### config.mk
export PLATFORM = sky130hd
export DESIGN_NAME = counting_semaphore_wait_queue_unit_flat
export DESIGN_NICKNAME = d
export VERILOG_FILES = /design/src/rtl/csq_pkg.sv /design/src/rtl/csq_if.sv /design/src/rtl/csq_ram.sv /design/src/rtl/counting_semaphore_wait_queue_unit.sv /design/src/flat_wrapper.sv
export SDC_FILE = /design/constraint.sdc
export NUM_CORES = 1
export LEC_CHECK = 0
export BUFFER_PORTS_ARGS = -buffer_cell sky130_fd_sc_hd__buf_2
export CAP_MARGIN = 40
export CORE_AREA = 2 2 128 192
export DETAILED_ROUTE_END_ITERATION = 10
export DIE_AREA = 0 0 130 194
export SLEW_MARGIN = 30
export SYNTH_ARGS = -nofsm -noshare
export SYNTH_HDL_FRONTEND = slang
export SYNTH_SLANG_ARGS = --single-unit
### constraint.sdc
create_clock -name clk -period 2.8 [get_ports clk]
set_input_delay 0.42 -clock clk [delete_from_list [all_inputs] [get_ports clk]]
set_output_delay 0.42 -clock clk [all_outputs]
set_load 0.01 [all_outputs]
### src/rtl/csq_pkg.sv
package csq_pkg;

	localparam int QUEUE_DEPTH    = 16;
	localparam int THREAD_ID_BITS = 8;

	localparam int PTR_W    = (QUEUE_DEPTH > 1) ? $clog2(QUEUE_DEPTH) : 1;
	localparam int FILL_W   = $clog2(QUEUE_DEPTH + 1);
	localparam int ID_W     = THREAD_ID_BITS;
	localparam int OP_W     = 3;
	localparam int TID_W    = 8;
	localparam int STATUS_W = 3;
	localparam int COUNT_W  = 16;
	localparam int INIT_W   = 15;

	localparam logic [OP_W-1:0] OP_WAIT     = 3'd0;
	localparam logic [OP_W-1:0] OP_SIGNAL   = 3'd1;
	localparam logic [OP_W-1:0] OP_WAKE_ALL = 3'd2;
	localparam logic [OP_W-1:0] OP_CLOSE    = 3'd3;
	localparam logic [OP_W-1:0] OP_OPEN     = 3'd4;

	localparam logic [STATUS_W-1:0] STATUS_DONE     = 3'd0;
	localparam logic [STATUS_W-1:0] STATUS_BLOCKED  = 3'd1;
	localparam logic [STATUS_W-1:0] STATUS_CLOSED   = 3'd2;
	localparam logic [STATUS_W-1:0] STATUS_FULL     = 3'd3;
	localparam logic [STATUS_W-1:0] STATUS_OVERFLOW = 3'd4;

	// Thread ids are kept in ID_W bits; the channel field is TID_W bits wide.
	function automatic logic [ID_W-1:0] field_to_id(input logic [TID_W-1:0] x);
		logic [ID_W-1:0] r;
		r = '0;
		for (int i = 0; i < ID_W; i++) begin
			if (i < TID_W) r[i] = x[i];
		end
		return r;
	endfunction

	function automatic logic [TID_W-1:0] id_to_field(input logic [ID_W-1:0] x);
		logic [TID_W-1:0] r;
		r = '0;
		for (int i = 0; i < TID_W; i++) begin
			if (i < ID_W) r[i] = x[i];
		end
		return r;
	endfunction

	function automatic logic [PTR_W-1:0] ptr_inc(input logic [PTR_W-1:0] p);
		logic [PTR_W-1:0] r;
		if (p == PTR_W'(QUEUE_DEPTH - 1)) r = '0;
		else r = p + PTR_W'(1);
		return r;
	endfunction

endpackage

### src/rtl/csq_if.sv
interface csq_req_if;
	logic                          valid;
	logic                          ready;
	logic [csq_pkg::OP_W-1:0]      operation;
	logic [csq_pkg::TID_W-1:0]     thread_id;

	modport source (output valid, output operation, output thread_id, input ready);
	modport sink   (input valid, input operation, input thread_id, output ready);
endinterface

interface csq_rsp_if;
	logic                          valid;
	logic                          ready;
	logic [csq_pkg::STATUS_W-1:0]  status;
	logic                          woken_valid;
	logic [csq_pkg::TID_W-1:0]     woken_thread;
	logic                          last;

	modport source (output valid, output status, output woken_valid, output woken_thread,
		output last, input ready);
	modport sink   (input valid, input status, input woken_valid, input woken_thread,
		input last, output ready);
endinterface

### src/rtl/csq_ram.sv
module csq_ram #(
	parameter int WIDTH = 8,
	parameter int DEPTH = 16
) (
	input  logic                                     clk,
	input  logic                                     we,
	input  logic [((DEPTH > 1) ? $clog2(DEPTH) : 1)-1:0] waddr,
	input  logic [WIDTH-1:0]                         wdata,
	input  logic                                     re,
	input  logic [((DEPTH > 1) ? $clog2(DEPTH) : 1)-1:0] raddr,
	output logic [WIDTH-1:0]                         rdata
);

	logic [WIDTH-1:0] mem [DEPTH];

	always_ff @(posedge clk) begin
		if (we) mem[waddr] <= wdata;
		if (re) rdata <= mem[raddr];
	end

endmodule

### src/rtl/counting_semaphore_wait_queue_unit.sv
// Counting semaphore with a FIFO queue of waiting thread ids.
// The req channel carries one word per operation (wait, signal, wake all,
// close, open) with the calling thread id; the rsp channel returns result
// words with status, the released thread and a last flag. Every operation
// gives one word, except wake all with queued threads, which gives one word per queued thread.
// cfg_we/cfg_wdata load the count that open restores.
// A word is taken only while the sequencer is idle. Operations that do not
// release a thread are accepted in the idle state, then decided in the exec
// state, which loads the output register. Releasing a thread adds a read
// state for the queue memory (one read port, registered read); wake all then
// delivers one word per cycle while the receiver keeps ready high.
// The output register lets a new word be accepted while a result still
// waits to be taken. When the receiver stalls, the sequencer holds its
// pending result until the output register frees, and nothing is lost.
// Reset clears the count, the closed flag and the queue pointers at once;
// the queue memory itself needs no clearing, since only filled entries
// are ever read.
module counting_semaphore_wait_queue_unit (
	input  logic                           clk,
	input  logic                           arst_n,
	input  logic                           cfg_we,
	input  logic [csq_pkg::INIT_W-1:0]     cfg_wdata,
	csq_req_if.sink                        req,
	csq_rsp_if.source                      rsp
);

	localparam logic [1:0] S_IDLE = 2'd0;
	localparam logic [1:0] S_EXEC = 2'd1;
	localparam logic [1:0] S_READ = 2'd2;

	logic [1:0]                        state_q, state_d;
	logic [csq_pkg::OP_W-1:0]          op_q;
	logic [csq_pkg::ID_W-1:0]          tid_q;
	logic [csq_pkg::INIT_W-1:0]        init_q;
	logic [csq_pkg::COUNT_W-1:0]       count_q, count_d;
	logic                              closed_q, closed_d;
	logic [csq_pkg::PTR_W-1:0]         head_q, head_d, tail_q, tail_d;
	logic [csq_pkg::FILL_W-1:0]        fill_q, fill_d;

	logic                              out_valid_q;
	logic [csq_pkg::STATUS_W-1:0]      out_status_q;
	logic                              out_wvalid_q;
	logic [csq_pkg::TID_W-1:0]         out_thread_q;
	logic                              out_last_q;

	logic                              res_load;
	logic [csq_pkg::STATUS_W-1:0]      res_status;
	logic                              res_wvalid;
	logic [csq_pkg::TID_W-1:0]         res_thread;
	logic                              res_last;

	logic                              ram_we, ram_re;
	logic [csq_pkg::PTR_W-1:0]         ram_raddr;
	logic [csq_pkg::ID_W-1:0]          ram_rdata;

	logic slot_free, count_min, count_max, count_le0, ring_full, ring_empty, needs_pop;

	assign req.ready = (state_q == S_IDLE);
	assign slot_free = !out_valid_q || rsp.ready;

	assign count_min  = (count_q == 16'h8000);
	assign count_max  = (count_q == 16'h7fff);
	assign count_le0  = count_q[csq_pkg::COUNT_W-1] || (count_q == '0);
	assign ring_full  = (fill_q >= csq_pkg::FILL_W'(csq_pkg::QUEUE_DEPTH));
	assign ring_empty = (fill_q == '0);

	// A signal on a negative count or a wake all with waiters must read the ring.
	assign needs_pop = !closed_q && !ring_empty &&
		((op_q == csq_pkg::OP_SIGNAL && !count_max && count_q[csq_pkg::COUNT_W-1]) ||
		 (op_q == csq_pkg::OP_WAKE_ALL));

	always_comb begin
		state_d    = state_q;
		count_d    = count_q;
		closed_d   = closed_q;
		head_d     = head_q;
		tail_d     = tail_q;
		fill_d     = fill_q;
		res_load   = 1'b0;
		res_status = csq_pkg::STATUS_DONE;
		res_wvalid = 1'b0;
		res_thread = '0;
		res_last   = 1'b1;
		ram_we     = 1'b0;
		ram_re     = 1'b0;
		ram_raddr  = head_q;

		unique case (state_q)
			S_IDLE: begin
				if (req.valid) state_d = S_EXEC;
			end
			S_EXEC: begin
				if (needs_pop) begin
					ram_re  = 1'b1;
					state_d = S_READ;
				end else if (slot_free) begin
					res_load = 1'b1;
					state_d  = S_IDLE;
					if (op_q == csq_pkg::OP_OPEN) begin
						count_d  = {1'b0, init_q};
						closed_d = 1'b0;
						head_d   = '0;
						tail_d   = '0;
						fill_d   = '0;
					end else if (op_q > csq_pkg::OP_OPEN) begin
						res_status = csq_pkg::STATUS_DONE;
					end else if (closed_q) begin
						res_status = csq_pkg::STATUS_CLOSED;
					end else begin
						unique case (op_q)
							csq_pkg::OP_WAIT: begin
								if (count_min) begin
									res_status = csq_pkg::STATUS_OVERFLOW;
								end else if (count_le0) begin
									if (ring_full) begin
										res_status = csq_pkg::STATUS_FULL;
									end else begin
										res_status = csq_pkg::STATUS_BLOCKED;
										count_d    = count_q - 16'd1;
										ram_we     = 1'b1;
										tail_d     = csq_pkg::ptr_inc(tail_q);
										fill_d     = fill_q + csq_pkg::FILL_W'(1);
									end
								end else begin
									count_d = count_q - 16'd1;
								end
							end
							csq_pkg::OP_SIGNAL: begin
								if (count_max) res_status = csq_pkg::STATUS_OVERFLOW;
								else count_d = count_q + 16'd1;
							end
							csq_pkg::OP_CLOSE: begin
								closed_d = 1'b1;
								head_d   = '0;
								tail_d   = '0;
								fill_d   = '0;
							end
							default: begin
								// Wake all on an empty queue reports done.
								res_status = csq_pkg::STATUS_DONE;
							end
						endcase
					end
				end
			end
			S_READ: begin
				if (slot_free) begin
					res_load   = 1'b1;
					res_wvalid = 1'b1;
					res_thread = csq_pkg::id_to_field(ram_rdata);
					head_d     = csq_pkg::ptr_inc(head_q);
					fill_d     = fill_q - csq_pkg::FILL_W'(1);
					if (op_q == csq_pkg::OP_SIGNAL) begin
						count_d = count_q + 16'd1;
						state_d = S_IDLE;
					end else if (fill_q > csq_pkg::FILL_W'(1)) begin
						// Fetch the next waiter while this word goes out.
						res_last  = 1'b0;
						ram_re    = 1'b1;
						ram_raddr = csq_pkg::ptr_inc(head_q);
					end else begin
						state_d = S_IDLE;
					end
				end
			end
			default: state_d = S_IDLE;
		endcase
	end

	always_ff @(posedge clk or negedge arst_n) begin
		if (!arst_n) begin
			state_q     <= S_IDLE;
			init_q      <= '0;
			count_q     <= '0;
			closed_q    <= 1'b0;
			head_q      <= '0;
			tail_q      <= '0;
			fill_q      <= '0;
			out_valid_q <= 1'b0;
		end else begin
			state_q  <= state_d;
			count_q  <= count_d;
			closed_q <= closed_d;
			head_q   <= head_d;
			tail_q   <= tail_d;
			fill_q   <= fill_d;
			if (cfg_we) init_q <= cfg_wdata;
			if (res_load) out_valid_q <= 1'b1;
			else if (rsp.ready) out_valid_q <= 1'b0;
		end
	end

	always_ff @(posedge clk) begin
		if (req.valid && req.ready) begin
			op_q  <= req.operation;
			tid_q <= csq_pkg::field_to_id(req.thread_id);
		end
		if (res_load) begin
			out_status_q <= res_status;
			out_wvalid_q <= res_wvalid;
			out_thread_q <= res_thread;
			out_last_q   <= res_last;
		end
	end

	assign rsp.valid        = out_valid_q;
	assign rsp.status       = out_status_q;
	assign rsp.woken_valid  = out_wvalid_q;
	assign rsp.woken_thread = out_thread_q;
	assign rsp.last         = out_last_q;

	csq_ram #(
		.WIDTH (csq_pkg::ID_W),
		.DEPTH (csq_pkg::QUEUE_DEPTH)
	) u_ring (
		.clk   (clk),
		.we    (ram_we),
		.waddr (tail_q),
		.wdata (tid_q),
		.re    (ram_re),
		.raddr (ram_raddr),
		.rdata (ram_rdata)
	);

endmodule
### src/flat_wrapper.sv
// flat-port wrapper written by rule: the top's interface ports become plain ports
module counting_semaphore_wait_queue_unit_flat 
  (clk, arst_n, cfg_we, cfg_wdata, req_valid, req_operation, req_thread_id, req_ready, rsp_valid, rsp_status, rsp_woken_valid, rsp_woken_thread, rsp_last, rsp_ready);
  csq_req_if req_i ();
  csq_rsp_if rsp_i ();
  input  logic clk;
  input  logic arst_n;
  input  logic cfg_we;
  input  logic [csq_pkg::INIT_W-1:0] cfg_wdata;
  input wire logic [$bits(req_i.valid)-1:0] req_valid;
  input wire logic [$bits(req_i.operation)-1:0] req_operation;
  input wire logic [$bits(req_i.thread_id)-1:0] req_thread_id;
  output wire logic [$bits(req_i.ready)-1:0] req_ready;
  output wire logic [$bits(rsp_i.valid)-1:0] rsp_valid;
  output wire logic [$bits(rsp_i.status)-1:0] rsp_status;
  output wire logic [$bits(rsp_i.woken_valid)-1:0] rsp_woken_valid;
  output wire logic [$bits(rsp_i.woken_thread)-1:0] rsp_woken_thread;
  output wire logic [$bits(rsp_i.last)-1:0] rsp_last;
  input wire logic [$bits(rsp_i.ready)-1:0] rsp_ready;
  assign req_i.valid = req_valid;
  assign req_i.operation = req_operation;
  assign req_i.thread_id = req_thread_id;
  assign req_ready = req_i.ready;
  assign rsp_valid = rsp_i.valid;
  assign rsp_status = rsp_i.status;
  assign rsp_woken_valid = rsp_i.woken_valid;
  assign rsp_woken_thread = rsp_i.woken_thread;
  assign rsp_last = rsp_i.last;
  assign rsp_i.ready = rsp_ready;
  counting_semaphore_wait_queue_unit u_core (.clk(clk), .arst_n(arst_n), .cfg_we(cfg_we), .cfg_wdata(cfg_wdata), .req(req_i), .rsp(rsp_i));
endmodule
# Yosys cells after proc, flatten, opt, wreduce, memory -nomap -nowiden
# Memory sizes are Yosys's and may differ from the RTL's. A register that Yosys moved wholly into a read port is not among the register bits.
# Index checks and enable logic that the tools add are counted.
dict set report totals {
  ramBits 128
  out_inout_bits 15
  memories 1
  reg_bits 72
  wordCells 175
  input_bits 31
}
# name words width read_ports rd_ports_with_merged_regs wr line_no
set mem_list {}
lappend mem_list {u_core.u_ring.mem 16 8 1 1 1 csq_ram.sv:14} ;# logic [WIDTH-1:0] mem [DEPTH];
dict set report op_classes {
  bitwise_logic 4
  n_mux 85
  reduce_logical 29
  n_eq_ne 32
  n_lt_le_gt_ge 3
  add_sub_neg 6
}
# operator count
set ops {}
lappend ops {{16-bit two-way mux} 11}
lappend ops {{4-bit two-way mux} 19}
lappend ops {{16-bit case mux with 2 select lines} 2}
lappend ops {{5-bit two-way mux} 9}
lappend ops {{1-bit two-way mux} 25}
lappend ops {{5-bit case mux with 2 select lines} 2}
lappend ops {{16-bit by 1-bit adder with 16-bit output, second input constant} 1}
lappend ops {{16-bit by 15-bit equality test with 1-bit output, second input constant} 1}
lappend ops {{16-bit equality test, second input constant} 1}
lappend ops {{16-bit zero test} 1}
lappend ops {{2-bit two-way mux} 8}
lappend ops {{4-bit case mux with 2 select lines} 2}
lappend ops {{16-bit by 1-bit subtractor with 16-bit output, second input constant} 1}
lappend ops {{4-bit inequality test, second input constant} 3}
lappend ops {{11-bit AND reduction} 1}
lappend ops {{10-bit AND reduction} 1}
lappend ops {{3-bit two-way mux} 3}
lappend ops {{3-bit by 2-bit inequality test with 1-bit output, second input constant} 3}
lappend ops {{3-bit inequality test, second input constant} 3}
lappend ops {{9-bit AND reduction} 1}
lappend ops {{4-bit by 1-bit adder with 4-bit output, second input constant} 2}
lappend ops {{4-bit equality test, second input constant} 2}
lappend ops {{2-bit by 1-bit inequality test with 1-bit output, second input constant} 4}
lappend ops {{4-bit by 2-bit inequality test with 1-bit output, second input constant} 2}
lappend ops {{32 further kinds} 51}

# Longest topological paths before layout
# Gate-level depths: netlist (run 1).
dict set report logic_depth {
  word_depth 13
  depth_mapped 12
  ltp_nobuf 10
}

# By module
# Synthesis (run 1) repeated with hierarchy kept, for this count alone.
dict set report hier_totals {
  cells_unflattened 670
  area_unflattened_um2 9517.9
}
# mod n_inst cells_each seq_area_each_um2 area_each_um2
set modules_own_cells {}
lappend modules_own_cells {csq_ram 1 229 4083.9 5227.5}
lappend modules_own_cells {counting_semaphore_wait_queue_unit 1 441 1921.8 4290.4}

# Worst setup path after synthesis (run 1)
# No wires, ideal clock.
dict set report synth_path {
  path_kind {register to register}
  from {register u_core.count_q[10] (netlist name)}
  to {memory u_core.u_ring.mem[3][0], enable pin}
  required_time_ps 2405
  arrival_ps 2650
  n_path_buf 1
  stages_incl_launch_ff 8
  period_less_slack_ps 3044
  setup_time_ps 395
  setup_slack_ps -244
  path_cell_list {dfrtp_1 -> nor4_4 -> nor4b_4 -> and2_4 -> xnor2_2 -> or3_1 -> buf_6 -> nor4_1}
}
dict set report synth_between {
  elab_chain_cells 13
  elab_cells_between_ends 20
  cone_classes {2 x eq/ne; 11 x mux; 7 x reduce/logical}
}
# element line_no
set synth_rtl {}
lappend synth_rtl {{from (decl)} counting_semaphore_wait_queue_unit.sv:35} ;# logic [csq_pkg::COUNT_W-1:0] count_q, count_d;
lappend synth_rtl {{from (signal assigned)} counting_semaphore_wait_queue_unit.sv:182} ;# count_q <= count_d;
lappend synth_rtl {{16-bit zero test} counting_semaphore_wait_queue_unit.sv:63} ;# assign count_le0 = count_q[csq_pkg::COUNT_W-1] || (count_q == '0);
lappend synth_rtl {{1-bit logical OR} counting_semaphore_wait_queue_unit.sv:63}
lappend synth_rtl {{1-bit two-way mux} counting_semaphore_wait_queue_unit.sv:114} ;# end else if (count_le0) begin
lappend synth_rtl {{1-bit two-way mux} counting_semaphore_wait_queue_unit.sv:112} ;# if (count_min) begin
lappend synth_rtl {{1-bit two-way mux} counting_semaphore_wait_queue_unit.sv:110} ;# unique case (op_q)
lappend synth_rtl {{1-bit two-way mux} counting_semaphore_wait_queue_unit.sv:107} ;# end else if (closed_q) begin
lappend synth_rtl {{1-bit two-way mux} counting_semaphore_wait_queue_unit.sv:105} ;# end else if (op_q > csq_pkg::OP_OPEN) begin
lappend synth_rtl {{1-bit two-way mux} counting_semaphore_wait_queue_unit.sv:99} ;# if (op_q == csq_pkg::OP_OPEN) begin
lappend synth_rtl {{1-bit two-way mux} counting_semaphore_wait_queue_unit.sv:96} ;# end else if (slot_free) begin
lappend synth_rtl {{1-bit two-way mux (*)} counting_semaphore_wait_queue_unit.sv:93} ;# if (needs_pop) begin
lappend synth_rtl {{1-bit two-way mux (*)} counting_semaphore_wait_queue_unit.sv:88} ;# unique case (state_q)
lappend synth_rtl {{1-bit two-way mux (*)} csq_ram.sv:17} ;# if (we) mem[waddr] <= wdata;
lappend synth_rtl {{1-bit two-way mux (implied by the code) (*)} csq_ram.sv:17}
lappend synth_rtl {{to (decl)} csq_ram.sv:14}
# Every way passes the cells marked *; elsewhere a longest branch is shown, timed or not.

# Worst setup path in the final report (run 1)
dict set report layout_path {
  from {register u_core.count_q[11] (netlist name)}
  to {memory u_core.u_ring.mem[5][1], enable pin}
}
# The elaborated chain is that of the path after synthesis.

==> impl_metrics.json, run 1 <==
{
  "nNetsFinal": 954,
  "cp.arrival_ns": 2.81,
  "synth-seq-cells": 208,
  "cts_sinks": 208,
  "avgSynthCellArea_um2": 12.61,
  "finalSetupViolCount": 0,
  "max_stage_delay_ns": 0.44,
  "dp_slack_ns": 0.03358,
  "die_x_um": 130,
  "ir_drop_mv": 0.5217,
  "ys.flop_type": "edfxtp_1",
  "synth_top_area_share_pct": 45.81,
  "fin_setup_tns_ns": 0,
  "finClkSkew_ns": 0.01423,
  "final_util_pct": 51.49,
  "drc": 0,
  "yosysUniqueCellTypes": 66,
  "drive_above_1_share_pct": 24.81,
  "min_from": "req_operation[1]",
  "leakagePower_nw": 4.284,
  "area_delta_synth_final_pct": 15.72,
  "hold_viol_final": 0,
  "synth_area_um2": 10490,
  "yosys-top-cells-count": "edfxtp_1 (160), nand2_1 (81), o21ai_0 (51), dfrtp_1 (48), nor2_1 (44)",
  "tightest_slew_ns": 0.6914,
  "cts_max_level": 1,
  "critical_path_class": "reg -> reg",
  "synth_top_area_cell": "edfxtp_1",
  "critPathRequiredTime_ns": 2.99,
  "post-route-period-util_pct": 93.79,
  "diodes": 0,
  "grtUsageTotal_pct": 20.46,
  "overflow": 0,
  "whs_ns": 0.09693,
  "root_buffer": "clkbuf_16",
  "ff_latch_area_um2": 6007,
  "postCtsSetupBuffers": 0,
  "timing.final.max_slew_violations": 0,
  "multi_input_area_um2": 4172,
  "synth_most_common_cell": "edfxtp_1",
  "globalplace.congestion": 0.8903,
  "setup_slack_ns": 0.1739,
  "drt_iter0_drc": 466,
  "ys_warn_count": 0,
  "syn_nets": 877,
  "placementRows": 69,
  "async_reset_ff_share_pct": 23.08,
  "grt_max_degree": 35,
  "grt_setup_unrepaired": "false",
  "clock_path_buffers": 3,
  "critical_path_peak_fanout": 8,
  "yosys-top-cells-area": "edfxtp_1 (46%), dfrtp_1 (11%), mux4_2 (8.6%)",
  "fin_cells": 1242,
  "grt_pass1_wl_mm": 39.35,
  "core_um2": 23570,
  "post_drt_wl_per_cell_um": 20.31,
  "cp.buffers_inverters": 0,
  "synthCells": 832,
  "min_period_ns": 2.626,
  "tritoncts": "built",
  "io_pins": 46,
  "slew_headroom_pct": 53.73,
  "die_y_um": 194,
  "io_buffers": 45,
  "drv_cap": 0,
  "cp_top_family": "simple AND/OR/NAND/NOR gates",
  "dr_total_vias": 6974,
  "crit_path_end_kind": "flop",
  "insertion_delay_ns": 0.50,
  "nFillCells": 2010,
  "ant_nets": 0,
  "hold_path.class": "in -> reg",
  "die_area_um2": 25220,
  "first_pass_iters": 5,
  "ys_seq_area_share_pct": 57.27,
  "first_global_vias": 7063,
  "dp_hpwl_mm": 17.92,
  "r2r_start": "u_core.count_q[11]",
  "synth_edf_count": 160,
  "vias_per_cell": 5.615,
  "powerDensity_nw_per_um2": 730.1,
  "outcome": "complete, no violations",
  "dp_cells": 1204,
  "cts.clk_slew.worst_paths_ns": 0.06,
  "initial_utilization_pct": 44.50,
  "worst_path_max_delay_cell": "dfrtp_1",
  "cts_buffers": 21,
  "wirelength_mm": 25.23,
  "crit_start": "u_core.count_q[11]",
  "critical_path.startpoint_type": "flop",
  "max_freq_mhz": 380.8,
  "path_cells": "nor4_4 > nor4b_4 > and2_4 > xnor2_2 > or3_1 > nor3b_4 > and2_2",
  "antenna_found_initial": 0
}
## layout make-up
class	count	share of cell area (%)
clock buffers	23	4.474
clock inverters	14	1.010
inverters	22	0.6804
multi-input cells	540	34.37
flip-flops and latches	208	49.49
well taps	319	3.289
repair buffers	116	6.680
## stage by stage
| stage | total power, mW | cell area [um^2] |
|---|---|---|
| 4_1_cts | 8.908 | 12110 |
| 5_1_grt | 9.319 | 12140 |
| 3_5_place_dp | 6.192 | 11440 |
| 3_3_place_gp | 6.162 | 11430 |
| 2_1_floorplan | 5.339 | 10490 |
| 6_report | 8.861 | 12140 |
## final timing paths
kind,endpoint,slack [ns],cells after the start
setup / recovery,u_core.u_ring.mem[5][1],0.17,7
hold / removal,u_core.op_q[1],0.1,1
setup reg to reg,u_core.u_ring.mem[5][1],0.17,7
hold reg to reg,u_core.init_q[13],0.51,1
max in group asynchronous,u_core.head_q[1],1.51,3
min in group asynchronous,u_core.count_q[13],0.48,2
## placed cells by master (no fill, tap or decap), types with 9 or more instances in the layout
cell type / n
nor2_1: 44
buf_2: 45
a21oi_1: 21
edfxtp_1: 160
ha_1: 13
mux2i_1: 43
a22o_1: 9
clkbuf_16: 21
a31oi_1: 20
a211oi_1: 12
dfrtp_1: 47
inv_1: 22
o21ai_0: 51
nor3_1: 18
buf_4: 66
mux4_2: 40
and3_1: 24
nand3_1: 34
mux2_2: 16
nand2_1: 81
## state kept, by name (all words and copies together), names as in the netlist, 2 cells and up
register and cells:
u_core.count_q 16, u_core.fill_q 5, u_core.head_q 4, u_core.init_q 15, u_core.op_q 3, u_core.rsp.status 3, u_core.rsp.woken_thread 8, u_core.state_q 2
u_core.tail_q 4, u_core.tid_q 8, u_core.u_ring.mem 128, u_core.u_ring.rdata 8
## power breakdown
part	switching [mW]	leakage, nW	total, mW	internal [mW]
logic	1.24	1.92	2.15	0.911
clock network	1.20	0.324	2.72	1.52
registers	0.302	2.04	3.99	3.69
total	2.74	4.28	8.86	6.12
## routing by layer
layer / vias to the layer above / part of all wire [%] / wire length (um) / GRT usage [%]
met4: 0 / 4.6 / 1166 / 9.120
met1: 3433 / 38 / 9493 / 23.47
met5: - / 0 / 0 / 0
met3: 54 / 4.0 / 1011 / 2.649
met2: 152 / 54 / 13560 / 37.31
li1: 3335 / - / - / -
## cells by family after synthesis
kind of cell	share of synthesized area (%)
compound gates	9.998
mux	14.41
simple gates	12.26
buf+inv	3.317
fa+ha+maj	1.670
flops	57.27
xor+xnor	1.074
## repair_timing
| action | 4_1_cts | 5_1_grt |
|---|---|---|
| resized for setup | 0 | 8 |
| hold endpoints to repair | 27 | 0 |
| hold buffers | 1 | 0 |
| setup endpoints to repair | 0 | 59 |
Note: power is estimated with default switching activity, not from simulation.
==> run 2, diff against run 1 <==
--- a/config.mk
+++ b/config.mk
@@ -7,9 +7,12 @@
 export LEC_CHECK = 0
 export BUFFER_PORTS_ARGS = -buffer_cell sky130_fd_sc_hd__buf_2
 export CAP_MARGIN = 40
+export CELL_PAD_IN_SITES_DETAIL_PLACEMENT = 0
+export CELL_PAD_IN_SITES_GLOBAL_PLACEMENT = 1
 export CORE_AREA = 2 2 128 192
 export DETAILED_ROUTE_END_ITERATION = 10
 export DIE_AREA = 0 0 130 194
+export PLACE_DENSITY_LB_ADDON = 0.1
 export SLEW_MARGIN = 30
 export SYNTH_ARGS = -nofsm -noshare
 export SYNTH_HDL_FRONTEND = slang
==> impl_metrics.json, run 2 (synthesized netlist as in run 1, its figures left out) <==
{
  "die_y_um": 194,
  "top_regs": "u_core.u_ring.mem (128), u_core.count_q (16), u_core.init_q (15)",
  "final_common_cell": "edfxtp_1",
  "slew_headroom_pct": 45.71,
  "die_x_um": 130,
  "postCtsSetupBuffers": 0,
  "post_drt_wl_per_cell_um": 21.90,
  "met2_usage_pct": 42.78,
  "root_buffer": "clkbuf_16",
  "cp.arrival_ns": 2.91,
  "wirelength_mm": 27.07,
  "vias_per_cell": 5.748,
  "area_delta_synth_final_pct": 15.46,
  "rrSetupSlack_ns": 0.13,
  "min_period_ns": 2.672,
  "grt_setup_unrepaired": "true",
  "postLayoutCellArea_um2": 12110,
  "core_um2": 23570,
  "power.switching_mw": 2.720,
  "clkPwrFrac_pct": 30.1,
  "grtUsageTotal_pct": 22.10,
  "use_met1_pct": 24.08,
  "max_freq_mhz": 374.3,
  "cts_buffers": 20,
  "crit_path_end_kind": "flop",
  "cts_max_level": 1,
  "grt_busiest_layer": "met2",
  "grt_max_degree": 35,
  "timing.final.max_slew_violations": 0,
  "overflow": 0,
  "top_register": "u_core.u_ring.mem",
  "tritoncts": "built",
  "switching_share_pct": 30.83,
  "ir_drop_mv": 0.5511,
  "critical_path.startpoint_type": "flop",
  "placementRows": 69,
  "critPathRequiredTime_ns": 3.04,
  "dp_hpwl_mm": 19.80,
  "hold_viol_final": 0,
  "die_area_um2": 25220,
  "cts_sinks": 208,
  "globalplace.congestion": 0.8880,
  "antenna_found_initial": 0,
  "hold_path.class": "in -> reg",
  "drv_cap": 0,
  "drt_iter0_drc": 535,
  "powerDensity_nw_per_um2": 728.4,
  "finClkSkew_ns": 0.01315,
  "io_buffers": 45,
  "dpl_cell_area_um2": 11410,
  "first_pass_iters": 5,
  "insertion_delay_ns": 0.50,
  "grt_pass1_wl_mm": 42.40,
  "final_cell_mix": "edfxtp_1 (160), nand2_1 (80), buf_4 (59)",
  "power_frac_comb_pct": 24.1,
  "clock_path_buffers": 3,
  "cts.clk_slew.worst_paths_ns": 0.06,
  "fin_setup_tns_ns": 0,
  "p_seq_share_pct": 45.8,
  "critical_path_peak_fanout": 27,
  "grtUsageMet3_pct": 1.794,
  "p_int_mw": 6.101,
  "largest_reg_flops": 128,
  "io_pins": 46,
  "initial_utilization_pct": 44.50,
  "dr_total_vias": 7104,
  "drive_above_1_share_pct": 24.75,
  "drc": 0,
  "outcome": "complete, no violations",
  "ant_nets": 0,
  "critical_path_class": "reg -> reg",
  "nNetsFinal": 948,
  "first_global_vias": 7525,
  "finalSetupViolCount": 0,
  "leakagePower_nw": 4.247,
  "post-route-period-util_pct": 95.41,
  "diodes": 0,
  "tightest_slew_ns": 0.8143
}
## run 2: area by class of cell
| type | count | area, um^2 |
|---|---|---|
| well taps | 319 | 399.1 |
| clock buffers | 24 | 546.8 |
| inverters | 22 | 82.58 |
| flip-flops and latches | 208 | 6007 |
| fillers | 2010 | 11460 |
| clock inverters | 12 | 106.4 |
| repair buffers | 111 | 789.5 |
| multi-input cells | 540 | 4178 |
## run 2: repair_timing
action	4_1_cts	5_1_grt
endpoints found under the hold margin	24	0
resized for setup	0	12
setup endpoints to repair	0	78
hold buffers	1	0
## run 2: path summary, 6_finish.rpt
| kind | from | end | cells after the start |
|---|---|---|---|
| worst max-delay path | u_core.fill_q[1] | u_core.u_ring.rdata[3] | 11 |
| worst min-delay path | req_thread_id[1] | u_core.tid_q[1] | 1 |
| worst max register to register | u_core.fill_q[1] | u_core.u_ring.rdata[3] | 11 |
| worst min register to register | u_core.init_q[1] | u_core.init_q[1] | 1 |
| max in group asynchronous | arst_n | u_core.tail_q[0] | 3 |
| min in group asynchronous | arst_n | u_core.init_q[6] | 2 |
## run 2: stage by stage
step	std cells	utilization, %	setup WS [ns]	power, mW	hold WS, ns
after floorplan	832	-	-0.2443	5.339	0.1244
final	1236	51.38	0.1284	8.821	0.09683
after detailed placement	1199	48.42	0.03648	6.233	0.4959
after global routing	1236	51.38	-0.006672	9.280	0.08307
after CTS	1236	51.23	0.008475	8.905	0.07330
after global placement	1198	48.38	0.1005	6.182	0.4915
## run 2: routing by layer
metal	vias to the layer above	share of wire [%]
li1	3318	-
met1	3568	36
met2	169	56
met3	49	3.3
met4	0	4.4
met5	-	0
## run 2: power by group through the flow
stage	sequential [mW]	clock, mW	combinational [mW]
6_report	4.04	2.65	2.13
5_1_grt	4.08	2.83	2.36
4_1_cts	4.04	2.73	2.14
3_5_place_dp	4.10	0	2.13
3_3_place_gp	4.09	0	2.10
2_1_floorplan	3.98	0	1.36
## run 2: worst max-delay path, cell delays in order (launching register included)
cell and delay [ns]:
dfrtp_1 0.35, inv_1 0.11, ha_1 0.19, o21bai_1 0.17, a21o_1 0.26, nor2_4 0.11, inv_1 0.10, o21ai_2 0.20
buf_12 0.20, mux2i_1 0.21, mux2i_1 0.21, a22o_1 0.28
==> run 3, diff against run 2 <==
--- a/config.mk
+++ b/config.mk
@@ -12,6 +12,7 @@
 export CORE_AREA = 2 2 128 192
 export DETAILED_ROUTE_END_ITERATION = 10
 export DIE_AREA = 0 0 130 194
+export MAX_ROUTING_LAYER = met4
 export PLACE_DENSITY_LB_ADDON = 0.1
 export SLEW_MARGIN = 30
 export SYNTH_ARGS = -nofsm -noshare
==> impl_metrics.json, run 3 (synthesized netlist as in run 1, its figures left out) <==
{
  "outcome": "complete, no violations",
  "die_x_um": 130,
  "cp.arrival_ns": 2.91,
  "path_common_cell": "mux2i_1",
  "root_buffer": "clkbuf_16",
  "timing.final.max_slew_violations": 0,
  "tritoncts": "built",
  "grtUsageTotal_pct": 22.41,
  "reg2regPathDepth": 10,
  "largest_reg_flops": 128,
  "final_cell_mix": "edfxtp_1 (160), nand2_1 (80), buf_4 (64)",
  "crit_path_end_kind": "flop",
  "drt_iter0_drc": 496,
  "final_util_pct": 51.61,
  "cp_top_family": "compound AO/OA/AOI/OAI gates",
  "dp_cells": 1202,
  "slew_headroom_pct": 48.73,
  "diodes": 0,
  "drc": 0,
  "cts.clk_slew.worst_paths_ns": 0.06,
  "p_seq_share_pct": 44.9,
  "cp.buffers_inverters": 2,
  "drv_cap": 0,
  "grt_setup_unrepaired": "false",
  "path_cells": "ha_1 > o21bai_1 > a21o_1 > nor2_4 > inv_1 > o21ai_2 > buf_12 > mux2i_1 > mux2i_1 > a22o_1",
  "path_depth": 10,
  "final_common_cell": "edfxtp_1",
  "post_drt_wl_per_cell_um": 21.77,
  "post-route-period-util_pct": 95.15,
  "io_pins": 46,
  "tightest_slew_ns": 0.7690,
  "cts_sinks": 208,
  "finalSetupViolCount": 0,
  "cts_buffers": 20,
  "min_period_ns": 2.664,
  "worst_path_max_delay_cell": "dfrtp_1",
  "critical_path_class": "reg -> reg",
  "ant_nets": 0,
  "fin_cells": 1240,
  "critPathRequiredTime_ns": 3.04,
  "hold_viol_final": 0,
  "globalplace.congestion": 0.8926,
  "io_buffers": 45,
  "antenna_found_initial": 0,
  "area_delta_synth_final_pct": 15.97,
  "clock_path_buffers": 3,
  "top_regs": "u_core.u_ring.mem (128), u_core.count_q (16), u_core.init_q (15)",
  "dp_hpwl_mm": 19.59,
  "grt_pass1_wl_mm": 41.79,
  "leakagePower_nw": 4.284,
  "dpl_cell_area_um2": 11430,
  "power_frac_comb_pct": 24.0,
  "insertion_delay_ns": 0.49,
  "clkPwrFrac_pct": 31.1,
  "core_um2": 23570,
  "first_pass_iters": 7,
  "initial_utilization_pct": 44.50,
  "critical_path_peak_fanout": 27,
  "die_area_um2": 25220,
  "switching_share_pct": 30.24,
  "nNetsFinal": 952,
  "die_y_um": 194,
  "max_freq_mhz": 375.3,
  "placementRows": 69,
  "hold_path.class": "in -> reg",
  "finClkSkew_ns": 0.007383,
  "critical_path.startpoint_type": "flop",
  "grt_max_degree": 35,
  "vias_per_cell": 5.735,
  "cts_max_level": 1,
  "powerDensity_nw_per_um2": 739.6,
  "overflow": 0,
  "dr_total_vias": 7111,
  "p_int_mw": 6.276,
  "ir_drop_mv": 0.5760,
  "wirelength_mm": 26.99,
  "first_global_vias": 7361,
  "power.switching_mw": 2.720,
  "postLayoutCellArea_um2": 12160,
  "max_stage_delay_ns": 0.45,
  "top_register": "u_core.u_ring.mem",
  "min_path_cells": 1,
  "drive_above_1_share_pct": 24.54
}
run 3: cell types whose count changed in the layout (fill, tap and decap cells not counted), sizes merged:
| cell | change |
|---|---|
| clkbuf | +2 |
| buf | +4 |
| clkinv | -1 |
| clkinvlp | -3 |
| bufinv | +2 |
run 3: worst paths after layout:
check,from,to,slack (ns)
max in group asynchronous,arst_n,u_core.tail_q[1],1.59
min in group asynchronous,arst_n,u_core.init_q[6],0.49
hold / removal,req_thread_id[2],u_core.tid_q[2],0.10
setup reg to reg,u_core.fill_q[0],u_core.u_ring.rdata[3],0.14
setup / recovery,u_core.fill_q[0],u_core.u_ring.rdata[3],0.14
hold reg to reg,u_core.init_q[7],u_core.init_q[7],0.52
run 3: what timing repair did:
item / CTS / global route
resized for setup: 0 / 14
endpoints found under the hold margin: 24 / 0
endpoints found under the setup margin: 0 / 104
hold buffers: 1 / 0
buffers inserted: 0 / 1
run 3: final cells by class:
type,count,area [um^2]
Clock buffer,26,544.3
Clock inverter,10,138.9
Fill cell,2045,11410
Inverter,22,82.58
Multi-Input combinational cell,540,4175
Sequential cell,208,6007
Tap cell,319,399.1
Timing Repair Buffer,115,815.8
run 3: per-layer routing:
metal  wire (um)  global-route usage (%)  vias up  share of wire [%]
li1            -                       -     3327                  -
met5           0                       -        -                  0
met3         973                   2.097       44                3.6
met1        9739                   24.04     3588                 36
met4         782                   6.691        0                2.9
met2       15500                   42.66      152                 57
run 3: through the flow:
step / setup WS [ns] / power (mW) / hold WS [ns] / TNS [ns]
2_1_floorplan: -0.2443 / 5.339 / 0.1244 / -9.171
3_3_place_gp: 0.1202 / 6.201 / 0.4932 / 0
3_5_place_dp: 0.01810 / 6.250 / 0.4970 / 0
4_1_cts: 0.002776 / 9.079 / 0.08259 / 0
5_1_grt: 0.003002 / 9.453 / 0.08036 / 0
6_report: 0.1357 / 8.996 / 0.1047 / 0
run 3: power by group through the flow:
| stage | Clock, mW | Sequential (mW) | Combinational, mW |
|---|---|---|---|
| 3_5_place_dp | 0 | 4.10 | 2.15 |
| 6_report | 2.80 | 4.04 | 2.16 |
| 4_1_cts | 2.88 | 4.04 | 2.16 |
| 2_1_floorplan | 0 | 3.98 | 1.36 |
| 5_1_grt | 2.99 | 4.08 | 2.38 |
| 3_3_place_gp | 0 | 4.09 | 2.11 |
run 3: worst reg2reg max path: stages, from the launching register on:
cell      delay, ns
dfrtp_1        0.45
ha_1           0.23
o21bai_1       0.17
a21o_1         0.26
nor2_4         0.11
inv_1          0.10
o21ai_2        0.20
buf_12         0.20
mux2i_1        0.24
mux2i_1        0.19
a22o_1         0.29
